## config.mk

```make
export PLATFORM = sky130hd
export DESIGN_NAME = causal_fir_filter
export DESIGN_NICKNAME = d
export VERILOG_FILES = /design/src/sv/cfir_pkg.sv /design/src/sv/cfir_ctrl.sv /design/src/sv/cfir_dp.sv /design/src/sv/causal_fir_filter.sv
export SDC_FILE = /design/constraint.sdc
export NUM_CORES = 2
export LEC_CHECK = 0
export BUFFER_PORTS_ARGS = -buffer_cell sky130_fd_sc_hd__buf_2
export CAP_MARGIN = 10
export CORE_MARGIN = 8
export CORE_UTILIZATION = 60
export DETAILED_ROUTE_END_ITERATION = 10
export HOLD_SLACK_MARGIN = 0.12
export PLACE_DENSITY = 0.77
export SYNTH_ARGS = -nofsm -noshare
export SYNTH_HDL_FRONTEND = slang
export SYNTH_SLANG_ARGS = --single-unit
```

## constraint.sdc

```tcl
create_clock -name clk -period 6.87 [get_ports clk]
set_input_delay 0.687 -clock clk [delete_from_list [all_inputs] [get_ports clk]]
set_output_delay 0.687 -clock clk [all_outputs]
set_load 0.02 [all_outputs]
```

## src/sv/cfir_pkg.sv

```systemverilog
// Shared types and constants for the causal FIR filter.
// No dependencies; imported by the controller, datapath and top level.
package cfir_pkg;

  // Beat widths on the streams
  localparam int unsigned IN_TDATA_W  = 24;  // coef_index(6) + data_value(16), padded
  localparam int unsigned OUT_TDATA_W = 40;  // filtered_value(38), padded
  localparam int unsigned ACC_W       = 38;
  localparam int unsigned SAMPLE_W    = 16;
  localparam int unsigned IDX_W       = 6;
  localparam int unsigned TAPCNT_W    = 7;

  // Item kinds carried on in_tuser
  localparam logic CMD_SAMPLE = 1'b0;
  localparam logic CMD_LOAD   = 1'b1;

  // Register map
  localparam logic REG_TAP_COUNT = 1'b0;  // paddr[2]
  localparam logic [TAPCNT_W-1:0] TAP_COUNT_RST = 7'd40;

  typedef enum logic [2:0] {
    S_IDLE,
    S_WRITE,
    S_MAC,
    S_DRAIN,
    S_OUT
  } cfir_state_t;

  typedef struct packed {
    logic capture;    // latch the input beat
    logic write;      // store sample or coefficient, set up the MAC pass
    logic mac_issue;  // read one tap pair
    logic out_load;   // move the accumulator to the output register
  } cfir_cmd_t;

  typedef struct packed {
    logic is_load;    // captured item is a coefficient load
    logic pipe_busy;  // MAC pipeline still holds a tap
    logic out_free;   // output register can take a result
  } cfir_stat_t;

endpackage

```

## src/sv/cfir_ctrl.sv

```systemverilog
// Sequencer for the causal FIR filter: accepts beats and steps the MAC pass.
// Depends on cfir_pkg; drives cfir_dp through cfir_cmd_t.
module cfir_ctrl
  import cfir_pkg::*;
#(
  parameter int unsigned MAX_TAPS = 64,
  localparam int unsigned CW = $clog2(MAX_TAPS + 1),
  localparam int unsigned TW = (CW > TAPCNT_W) ? CW : TAPCNT_W
) (
  input  logic                clk,
  input  logic                rst_n,
  input  logic                in_tvalid,
  output logic                in_tready,
  input  logic [TAPCNT_W-1:0] tap_count,
  input  cfir_stat_t          stat,
  output cfir_cmd_t           cmd,
  output logic [CW-1:0]       tap_idx
);

  cfir_state_t   state_r, state_nxt;
  logic [CW-1:0] cnt_r, cnt_nxt;
  logic [CW-1:0] taps_eff;

  // Clamp the tap count to the delay line length
  always_comb begin
    if (TW'(tap_count) > TW'(MAX_TAPS)) begin
      taps_eff = CW'(MAX_TAPS);
    end else begin
      taps_eff = CW'(tap_count);
    end
  end

  always_ff @(posedge clk) begin
    if (!rst_n) begin
      state_r <= S_IDLE;
      cnt_r   <= '0;
    end else begin
      state_r <= state_nxt;
      cnt_r   <= cnt_nxt;
    end
  end

  always_comb begin
    state_nxt = state_r;
    cnt_nxt   = cnt_r;
    cmd       = '0;
    in_tready = 1'b0;
    unique case (state_r)
      S_IDLE: begin
        in_tready = 1'b1;
        if (in_tvalid) begin
          cmd.capture = 1'b1;
          state_nxt   = S_WRITE;
        end
      end
      S_WRITE: begin
        cmd.write = 1'b1;
        cnt_nxt   = '0;
        state_nxt = stat.is_load ? S_IDLE : S_MAC;
      end
      S_MAC: begin
        if (cnt_r == taps_eff) begin
          state_nxt = S_DRAIN;
        end else begin
          cmd.mac_issue = 1'b1;
          cnt_nxt       = cnt_r + 1'b1;
        end
      end
      S_DRAIN: begin
        if (!stat.pipe_busy) begin
          state_nxt = S_OUT;
        end
      end
      S_OUT: begin
        if (stat.out_free) begin
          cmd.out_load = 1'b1;
          state_nxt    = S_IDLE;
        end
      end
      default: state_nxt = S_IDLE;
    endcase
  end

  assign tap_idx = cnt_r;

  a_issue_in_range: assert property (@(posedge clk) disable iff (!rst_n)
    cmd.mac_issue |-> (cnt_r < taps_eff))
    else $error("tap issued past the tap count");

  a_out_after_drain: assert property (@(posedge clk) disable iff (!rst_n)
    cmd.out_load |-> !stat.pipe_busy)
    else $error("result taken while the MAC pipeline is busy");

  a_ready_after_out: assert property (@(posedge clk) disable iff (!rst_n)
    cmd.out_load |=> in_tready)
    else $error("not ready after emitting a result");

endmodule

```

## src/sv/cfir_dp.sv

```systemverilog
// Datapath for the causal FIR filter: coefficient and history memories,
// MAC pipeline and output register. Depends on cfir_pkg; steered by cfir_ctrl.
module cfir_dp
  import cfir_pkg::*;
#(
  parameter int unsigned MAX_TAPS = 64,
  localparam int unsigned CW = $clog2(MAX_TAPS + 1),
  localparam int unsigned AW = $clog2(MAX_TAPS),
  localparam int unsigned IW = (AW > IDX_W) ? AW : IDX_W
) (
  input  logic                   clk,
  input  logic                   rst_n,
  input  cfir_cmd_t              cmd,
  input  logic [CW-1:0]          tap_idx,
  input  logic                   in_command,
  input  logic [IDX_W-1:0]       in_coef_index,
  input  logic signed [SAMPLE_W-1:0] in_data_value,
  input  logic                   in_end_of_signal,
  output cfir_stat_t             stat,
  output logic                   out_tvalid,
  input  logic                   out_tready,
  output logic [OUT_TDATA_W-1:0] out_tdata
);

  logic signed [SAMPLE_W-1:0] wmem [MAX_TAPS];
  logic signed [SAMPLE_W-1:0] hmem [MAX_TAPS];
  logic [MAX_TAPS-1:0]        wvalid_r;

  logic                       cmd_r, eos_r;
  logic [IW-1:0]              idx_r;
  logic signed [SAMPLE_W-1:0] data_r;

  logic [AW-1:0]              ptr_r, ptr_nxt;
  logic [AW-1:0]              haddr_r;
  logic [CW-1:0]              fill_r;

  logic signed [SAMPLE_W-1:0] w_rd_r, h_rd_r, w_op, h_op;
  logic                       wv1_r, hv1_r, v1_r, v2_r;
  logic signed [31:0]         prod_r;
  logic signed [ACC_W-1:0]    acc_r;
  logic                       out_valid_r;
  logic signed [ACC_W-1:0]    out_data_r;
  logic                       idx_ok;

  assign ptr_nxt = (ptr_r == AW'(MAX_TAPS - 1)) ? '0 : ptr_r + 1'b1;
  assign idx_ok  = {1'b0, idx_r} < (IW + 1)'(MAX_TAPS);

  // Capture the beat
  always_ff @(posedge clk) begin
    if (cmd.capture) begin
      cmd_r  <= in_command;
      eos_r  <= in_end_of_signal;
      idx_r  <= IW'(in_coef_index);
      data_r <= in_data_value;
    end
  end

  // Memories: written on the store step, read on each tap issue
  always_ff @(posedge clk) begin
    if (cmd.write) begin
      if (cmd_r == CMD_LOAD) begin
        if (idx_ok) begin
          wmem[idx_r[AW-1:0]] <= data_r;
        end
      end else begin
        hmem[ptr_nxt] <= data_r;
      end
    end
    if (cmd.mac_issue) begin
      w_rd_r <= wmem[tap_idx[AW-1:0]];
      h_rd_r <= hmem[haddr_r];
    end
  end

  // Control state: valid bits, write pointer, fill count, pipeline valids
  always_ff @(posedge clk) begin
    if (!rst_n) begin
      wvalid_r    <= '0;
      ptr_r       <= '0;
      fill_r      <= '0;
      v1_r        <= 1'b0;
      v2_r        <= 1'b0;
      out_valid_r <= 1'b0;
    end else begin
      v1_r <= cmd.mac_issue;
      v2_r <= v1_r;
      if (cmd.write) begin
        if (cmd_r == CMD_LOAD) begin
          if (idx_ok) begin
            wvalid_r[idx_r[AW-1:0]] <= 1'b1;
          end
        end else begin
          ptr_r <= ptr_nxt;
          if (fill_r < CW'(MAX_TAPS)) begin
            fill_r <= fill_r + 1'b1;
          end
        end
      end
      // Drop the history at end of signal once the result is out
      if (cmd.out_load && eos_r) begin
        fill_r <= '0;
      end
      if (cmd.out_load) begin
        out_valid_r <= 1'b1;
      end else if (out_tready) begin
        out_valid_r <= 1'b0;
      end
    end
  end

  // Walk the history from newest to oldest
  always_ff @(posedge clk) begin
    if (cmd.write) begin
      haddr_r <= ptr_nxt;
    end else if (cmd.mac_issue) begin
      haddr_r <= (haddr_r == '0) ? AW'(MAX_TAPS - 1) : haddr_r - 1'b1;
    end
    if (cmd.mac_issue) begin
      wv1_r <= wvalid_r[tap_idx[AW-1:0]];
      hv1_r <= tap_idx < fill_r;
    end
  end

  assign w_op = wv1_r ? w_rd_r : '0;
  assign h_op = hv1_r ? h_rd_r : '0;

  // Multiply, then accumulate
  always_ff @(posedge clk) begin
    if (v1_r) begin
      prod_r <= w_op * h_op;
    end
    if (cmd.write) begin
      acc_r <= '0;
    end else if (v2_r) begin
      acc_r <= acc_r + ACC_W'(prod_r);
    end
    if (cmd.out_load) begin
      out_data_r <= acc_r;
    end
  end

  assign stat.is_load   = (cmd_r == CMD_LOAD);
  assign stat.pipe_busy = v1_r | v2_r;
  assign stat.out_free  = !out_valid_r || out_tready;

  assign out_tvalid = out_valid_r;
  assign out_tdata  = {{(OUT_TDATA_W - ACC_W){1'b0}}, out_data_r};

  a_pipe_advance: assert property (@(posedge clk) disable iff (!rst_n)
    v1_r |=> v2_r)
    else $error("MAC pipeline lost a tap");

  a_fill_bound: assert property (@(posedge clk) disable iff (!rst_n)
    fill_r <= CW'(MAX_TAPS))
    else $error("history fill count past the delay line");

  a_coef_valid: assert property (@(posedge clk) disable iff (!rst_n)
    (cmd.write && cmd_r == CMD_LOAD && idx_ok) |=> wvalid_r[$past(idx_r[AW-1:0])])
    else $error("coefficient load did not mark its tap valid");

endmodule

```

## src/sv/causal_fir_filter.sv

```systemverilog
// Top level of the causal direct-form FIR filter.
// Depends on cfir_pkg, cfir_ctrl and cfir_dp; holds the APB register.
//
// Usage:
//   Input stream (in_*): each beat is either a sample (in_tuser = 0) or a
//   coefficient load (in_tuser = 1). in_tdata carries coef_index in [5:0]
//   and the signed Q1.15 data_value in [21:6]. in_tlast on a sample clears
//   the sample history once that sample's result is formed.
//   Output stream (out_*): one beat per sample, the signed 38-bit sum of
//   tap products (Q8.30) in out_tdata[37:0]; loads give no output beat.
//   APB port (cfg_*): tap_count at byte address 0, 7 bits, reset 40.
//   Counts above MAX_TAPS act as MAX_TAPS; zero gives a zero result.
//   Throughput: one item at a time. A sample takes one multiply-accumulate
//   per tap through a single multiplier, with one memory read per tap from
//   each of the coefficient and history memories.
//   Reset clears all coefficients and the history to zero at once (valid
//   bits and a fill count, no clearing pass) and sets tap_count to 40.
//   When the receiver stalls, the finished result holds in the output
//   register; a further sample is accepted and computed, then waits before
//   its output step until the register frees.
module causal_fir_filter
  import cfir_pkg::*;
#(
  parameter int unsigned MAX_TAPS = 64
) (
  input  logic                   clk,
  input  logic                   rst_n,
  // Input stream
  input  logic                   in_tvalid,
  output logic                   in_tready,
  input  logic [IN_TDATA_W-1:0]  in_tdata,   // [5:0] coef_index, [21:6] data_value
  input  logic                   in_tuser,   // [0] command
  input  logic                   in_tlast,   // end_of_signal
  // Output stream
  output logic                   out_tvalid,
  input  logic                   out_tready,
  output logic [OUT_TDATA_W-1:0] out_tdata,  // [37:0] filtered_value
  // APB configuration port
  input  logic                   cfg_psel,
  input  logic                   cfg_penable,
  input  logic                   cfg_pwrite,
  input  logic [2:0]             cfg_paddr,
  input  logic [31:0]            cfg_pwdata,
  output logic [31:0]            cfg_prdata,
  output logic                   cfg_pready
);

  localparam int unsigned CW = $clog2(MAX_TAPS + 1);

  logic [TAPCNT_W-1:0] tap_count_r;
  cfir_cmd_t           cmd;
  cfir_stat_t          stat;
  logic [CW-1:0]       tap_idx;
  logic                cfg_wr;

  // Register writes complete on the access cycle
  assign cfg_pready = 1'b1;
  assign cfg_wr     = cfg_psel && cfg_penable && cfg_pwrite && cfg_pready;

  always_ff @(posedge clk) begin
    if (!rst_n) begin
      tap_count_r <= TAP_COUNT_RST;
    end else if (cfg_wr && cfg_paddr[2] == REG_TAP_COUNT) begin
      tap_count_r <= cfg_pwdata[TAPCNT_W-1:0];
    end
  end

  always_comb begin
    if (cfg_paddr[2] == REG_TAP_COUNT) begin
      cfg_prdata = {{(32 - TAPCNT_W){1'b0}}, tap_count_r};
    end else begin
      cfg_prdata = '0;
    end
  end

  cfir_ctrl #(
    .MAX_TAPS (MAX_TAPS)
  ) u_ctrl (
    .clk       (clk),
    .rst_n     (rst_n),
    .in_tvalid (in_tvalid),
    .in_tready (in_tready),
    .tap_count (tap_count_r),
    .stat      (stat),
    .cmd       (cmd),
    .tap_idx   (tap_idx)
  );

  cfir_dp #(
    .MAX_TAPS (MAX_TAPS)
  ) u_dp (
    .clk              (clk),
    .rst_n            (rst_n),
    .cmd              (cmd),
    .tap_idx          (tap_idx),
    .in_command       (in_tuser),
    .in_coef_index    (in_tdata[IDX_W-1:0]),
    .in_data_value    (in_tdata[IDX_W+SAMPLE_W-1:IDX_W]),
    .in_end_of_signal (in_tlast),
    .stat             (stat),
    .out_tvalid       (out_tvalid),
    .out_tready       (out_tready),
    .out_tdata        (out_tdata)
  );

endmodule

```

==> flow_summary.ini <==
[outcome]
status = completed

[synthesis]
yosysSeqAreaShare = 0.684
synthArstFlopShare = 0
ys_types = 68
syn_avg_cell_area_um2 = 19.1
yosysWarnings = 0
ys_ff_latch = 2317
syn-instance-count = 5237
synth_area_leaders = edfxtp_1, mux4_2, fa_1
synthFlopType = edfxtp_1
yosysTopAreaCellShare = 0.657
yosysMostFrequentCell = edfxtp_1
synth_common_cells = edfxtp_1, mux4_2, nor2_1
synth_edf_count = 2182
synth.cell_area_um2 = 99800
synth_top_cell_by_area = edfxtp_1

[worst_setup_path]
end_kind = flip-flop
endpoint = u_dp.prod_r[23]$_DFFE_PP_
startpoint_type = flip-flop
worstPathRequired_ns = 7.45
reg2reg_to = u_dp.prod_r[23]$_DFFE_PP_
r2r_setup_slack_ns = 0.30
arrival_ns = 7.15
crit_type = reg2reg
r2r_cells = 26
startpoint = u_dp.wv1_r$_DFFE_PP_
r2r-start = u_dp.wv1_r$_DFFE_PP_
cp_max_fo = 34

[cells_and_area]
seqCellArea_um2 = 68200
fin_area_um2 = 111000
area_growth_pct = 11.6
nets = 6020
drive_above_1_share = 0.241
fillCellCount = 10100
post-route-util = 0.675
multi_input_area_um2 = 29200

[route]
wl_met2_um = 113000
vias_per_cell = 6.50
drtIter0Drc = 6928
routedWlPerCell_um = 30.1
postRouteAntennaNets = 0
routed.top_layer = met5
wl_met1_um = 91700
wl_met3_um = 25400
drc = 0
num_vias = 51600
drt_wl_total_um = 239000
drtPass1Iterations = 7

[worst_hold_path]
hold_path.class = in2reg

[place]
place_congestion = 0.897
dpl-instance-area_um2 = 104000
dp.final_hpwl_um = 141000
io_buffers = 85

[grt]
grt_pass1_wl_um = 350000
grt_antenna_before_repair = 12
overflow = 0
gr-usage-all-layers = 0.266
grt_pass1_vias = 52200
grt_start_max_net_pins = 125

[timing]
skew_ns = 0.0499
min_period_ns = 6.57
hold_viol_final = 0
worst_slew_margin_rel = 0.0540
tightest_slew_ns = 1.42
hold_slack_ns = 0.185
fmax_mhz = 152
setup_viol = 0
tns_ns = 0
finalCritPeriodShare = 0.956
drv_slew = 0
rsz0062_at_grt = false

[floorplanning]
die_area_um2 = 180000
core_um2 = 165000
die_x_um = 424
ios = 143
die_h_um = 424
initial_utilization = 0.605
row_count = 149

[clock_network]
cts_tree = yes
cts_root_buf = clkbuf_16
cts_buffer_depth = 3
cts_sinks = 2317
clock_latency_ns = 0.87
htree_levels = 4
cts_buffers = 216
path_clk_slew_ns = 0.07

[power]
peakVddDrop_uv = 259
p_leak_nw = 37.3
powerDensity_nw_per_um2 = 281

[run]
max_cap_violations = 0
==> placed cells by master, fill, tap and decap left out, types with 31 or more instances in the layout <==
master / netlist / layout
clkbuf_1: 151 / 35
clkinv_2: 0 / 51
dlygate4sd3_1: 0 / 31
nand3_1: 47 / 47
fa_1: 263 / 262
o21a_1: 70 / 70
mux2i_1: 59 / 59
nor2_1: 352 / 321
a21oi_1: 93 / 93
dfxtp_1: 135 / 130
o21ai_0: 50 / 50
mux4_2: 672 / 672
buf_4: 51 / 222
inv_1: 311 / 310
nand2_1: 216 / 214
buf_2: 36 / 84
clkinv_1: 0 / 41
clkbuf_16: 0 / 217
ha_1: 130 / 130
edfxtp_1: 2182 / 2182
xnor2_1: 63 / 63
==> how the worst min path moves through the flow <==
stage,from,endpoint,slack (ns),cells after the start
3_5_place_dp,u_dp.wvalid_r[10]$_SDFFE_PN0P_,u_dp.wvalid_r[10]$_SDFFE_PN0P_,0.45,1
3_3_place_gp,u_dp.acc_r[37]$_SDFFE_PP0P_,u_dp.out_data_r[37]$_DFFE_PP_,0.44,0
4_1_cts,out_tready,u_dp.out_tvalid$_SDFFE_PN0P_,0.14,3
6_report,out_tready,u_dp.out_tvalid$_SDFFE_PN0P_,0.19,3
5_1_grt,in_tvalid,u_ctrl.state_r[1]$_SDFFE_PN0P_,0.16,3
2_1_floorplan,u_dp.acc_r[37]$_SDFFE_PP0P_,u_dp.out_data_r[37]$_DFFE_PP_,0.43,0
==> flip-flops by register name, summed over array words and instances, names as in the netlist, 3 cells and up <==
register / count
u_dp.haddr_r: 6
u_dp.acc_r: 38
u_dp.h_rd_r: 16
u_dp.w_rd_r: 16
u_dp.ptr_r: 6
u_ctrl.state_r: 3
u_dp.idx_r: 6
u_dp.wmem: 1024
u_dp.wvalid_r: 64
u_dp.prod_r: 32
u_ctrl.tap_idx: 7
tap_count_r: 7
u_dp.data_r: 16
u_dp.fill_r: 7
u_dp.out_data_r: 38
u_dp.hmem: 1024
==> timing repair <==
item / CTS / global route
endpoints found under the hold margin: 31 / 0
resized for setup: 0 / 10
setup endpoints to repair: 0 / 7
hold buffers: 31 / 0
buffers inserted: 0 / 1
==> per-stage QoR <==
stage / instances / total power [mW] / setup slack, ns
2_1_floorplan: 5263 / 18.4 / 0.511
3_3_place_gp: 7497 / 19.3 / 0.215
3_5_place_dp: 7497 / 19.4 / 0.210
4_1_cts: 7934 / 31.4 / 0.166
5_1_grt: 7936 / 32.2 / 0.00558
6_report: 7939 / 31.2 / 0.299
==> report_power, final <==
| group | switching [mW] | total, mW | internal (mW) |
|---|---|---|---|
| clock | 5.25 | 12.1 | 6.85 |
| combinational | 2.02 | 3.40 | 1.38 |
| sequential | 0.0725 | 15.7 | 15.7 |
| total | 7.35 | 31.2 | 23.9 |
==> worst max-delay path: stages (launching register included) <==
cell and delay, ns:
edfxtp_1 0.38, buf_12 0.18, and2_1 0.35, nand2_1 0.13
fa_1 0.50, inv_1 0.05, fa_1 0.52, inv_1 0.06
fa_1 0.52, inv_1 0.05, fa_1 0.45, fa_1 0.49
inv_1 0.05, fa_1 0.47, inv_1 0.04, ha_1 0.34
a21o_1 0.20, a21o_1 0.17, a21oi_1 0.19, o21a_1 0.19
o31ai_2 0.09, a21o_1 0.21, a21oi_2 0.17, buf_4 0.15
o21bai_1 0.06, a21oi_1 0.19, xnor2_1 0.08
==> logic make-up (layout without fill, tap and decap cells) <==
family | after synthesis | in the layout | synth area share
flip-flops | 2317 | 2317 | 0.684
multiplexers | 731 | 731 | 0.158
adder cells (fa/ha/maj) | 393 | 393 | 0.0691
XOR/XNOR | 85 | 85 | 0.00746
buffers and inverters | 586 | 1070 | 0.0251
AO/OA/AOI/OAI | 354 | 354 | 0.0233
AND/OR/NAND/NOR | 769 | 769 | 0.0336
other | 2 | 31 | 0.0000753
==> per-layer routing <==
metal  up-vias  global-route usage
met5         -                   0
met4        10              0.0884
met3       523              0.0581
met2      3133               0.418
met1     26800               0.376
li1      21100                   -
==> layout make-up <==
class | count | share of cell area
Timing Repair Buffer | 351 | 0.0241
Sequential cell | 2317 | 0.613
Clock buffer | 259 | 0.0508
Antenna cell | 3 | 0.0000674
Multi-Input combinational cell | 2360 | 0.263
Inverter | 313 | 0.0106
Tap cell | 2189 | 0.0246
Clock inverter | 147 | 0.0142
Note: power is estimated with default switching activity, not from simulation.
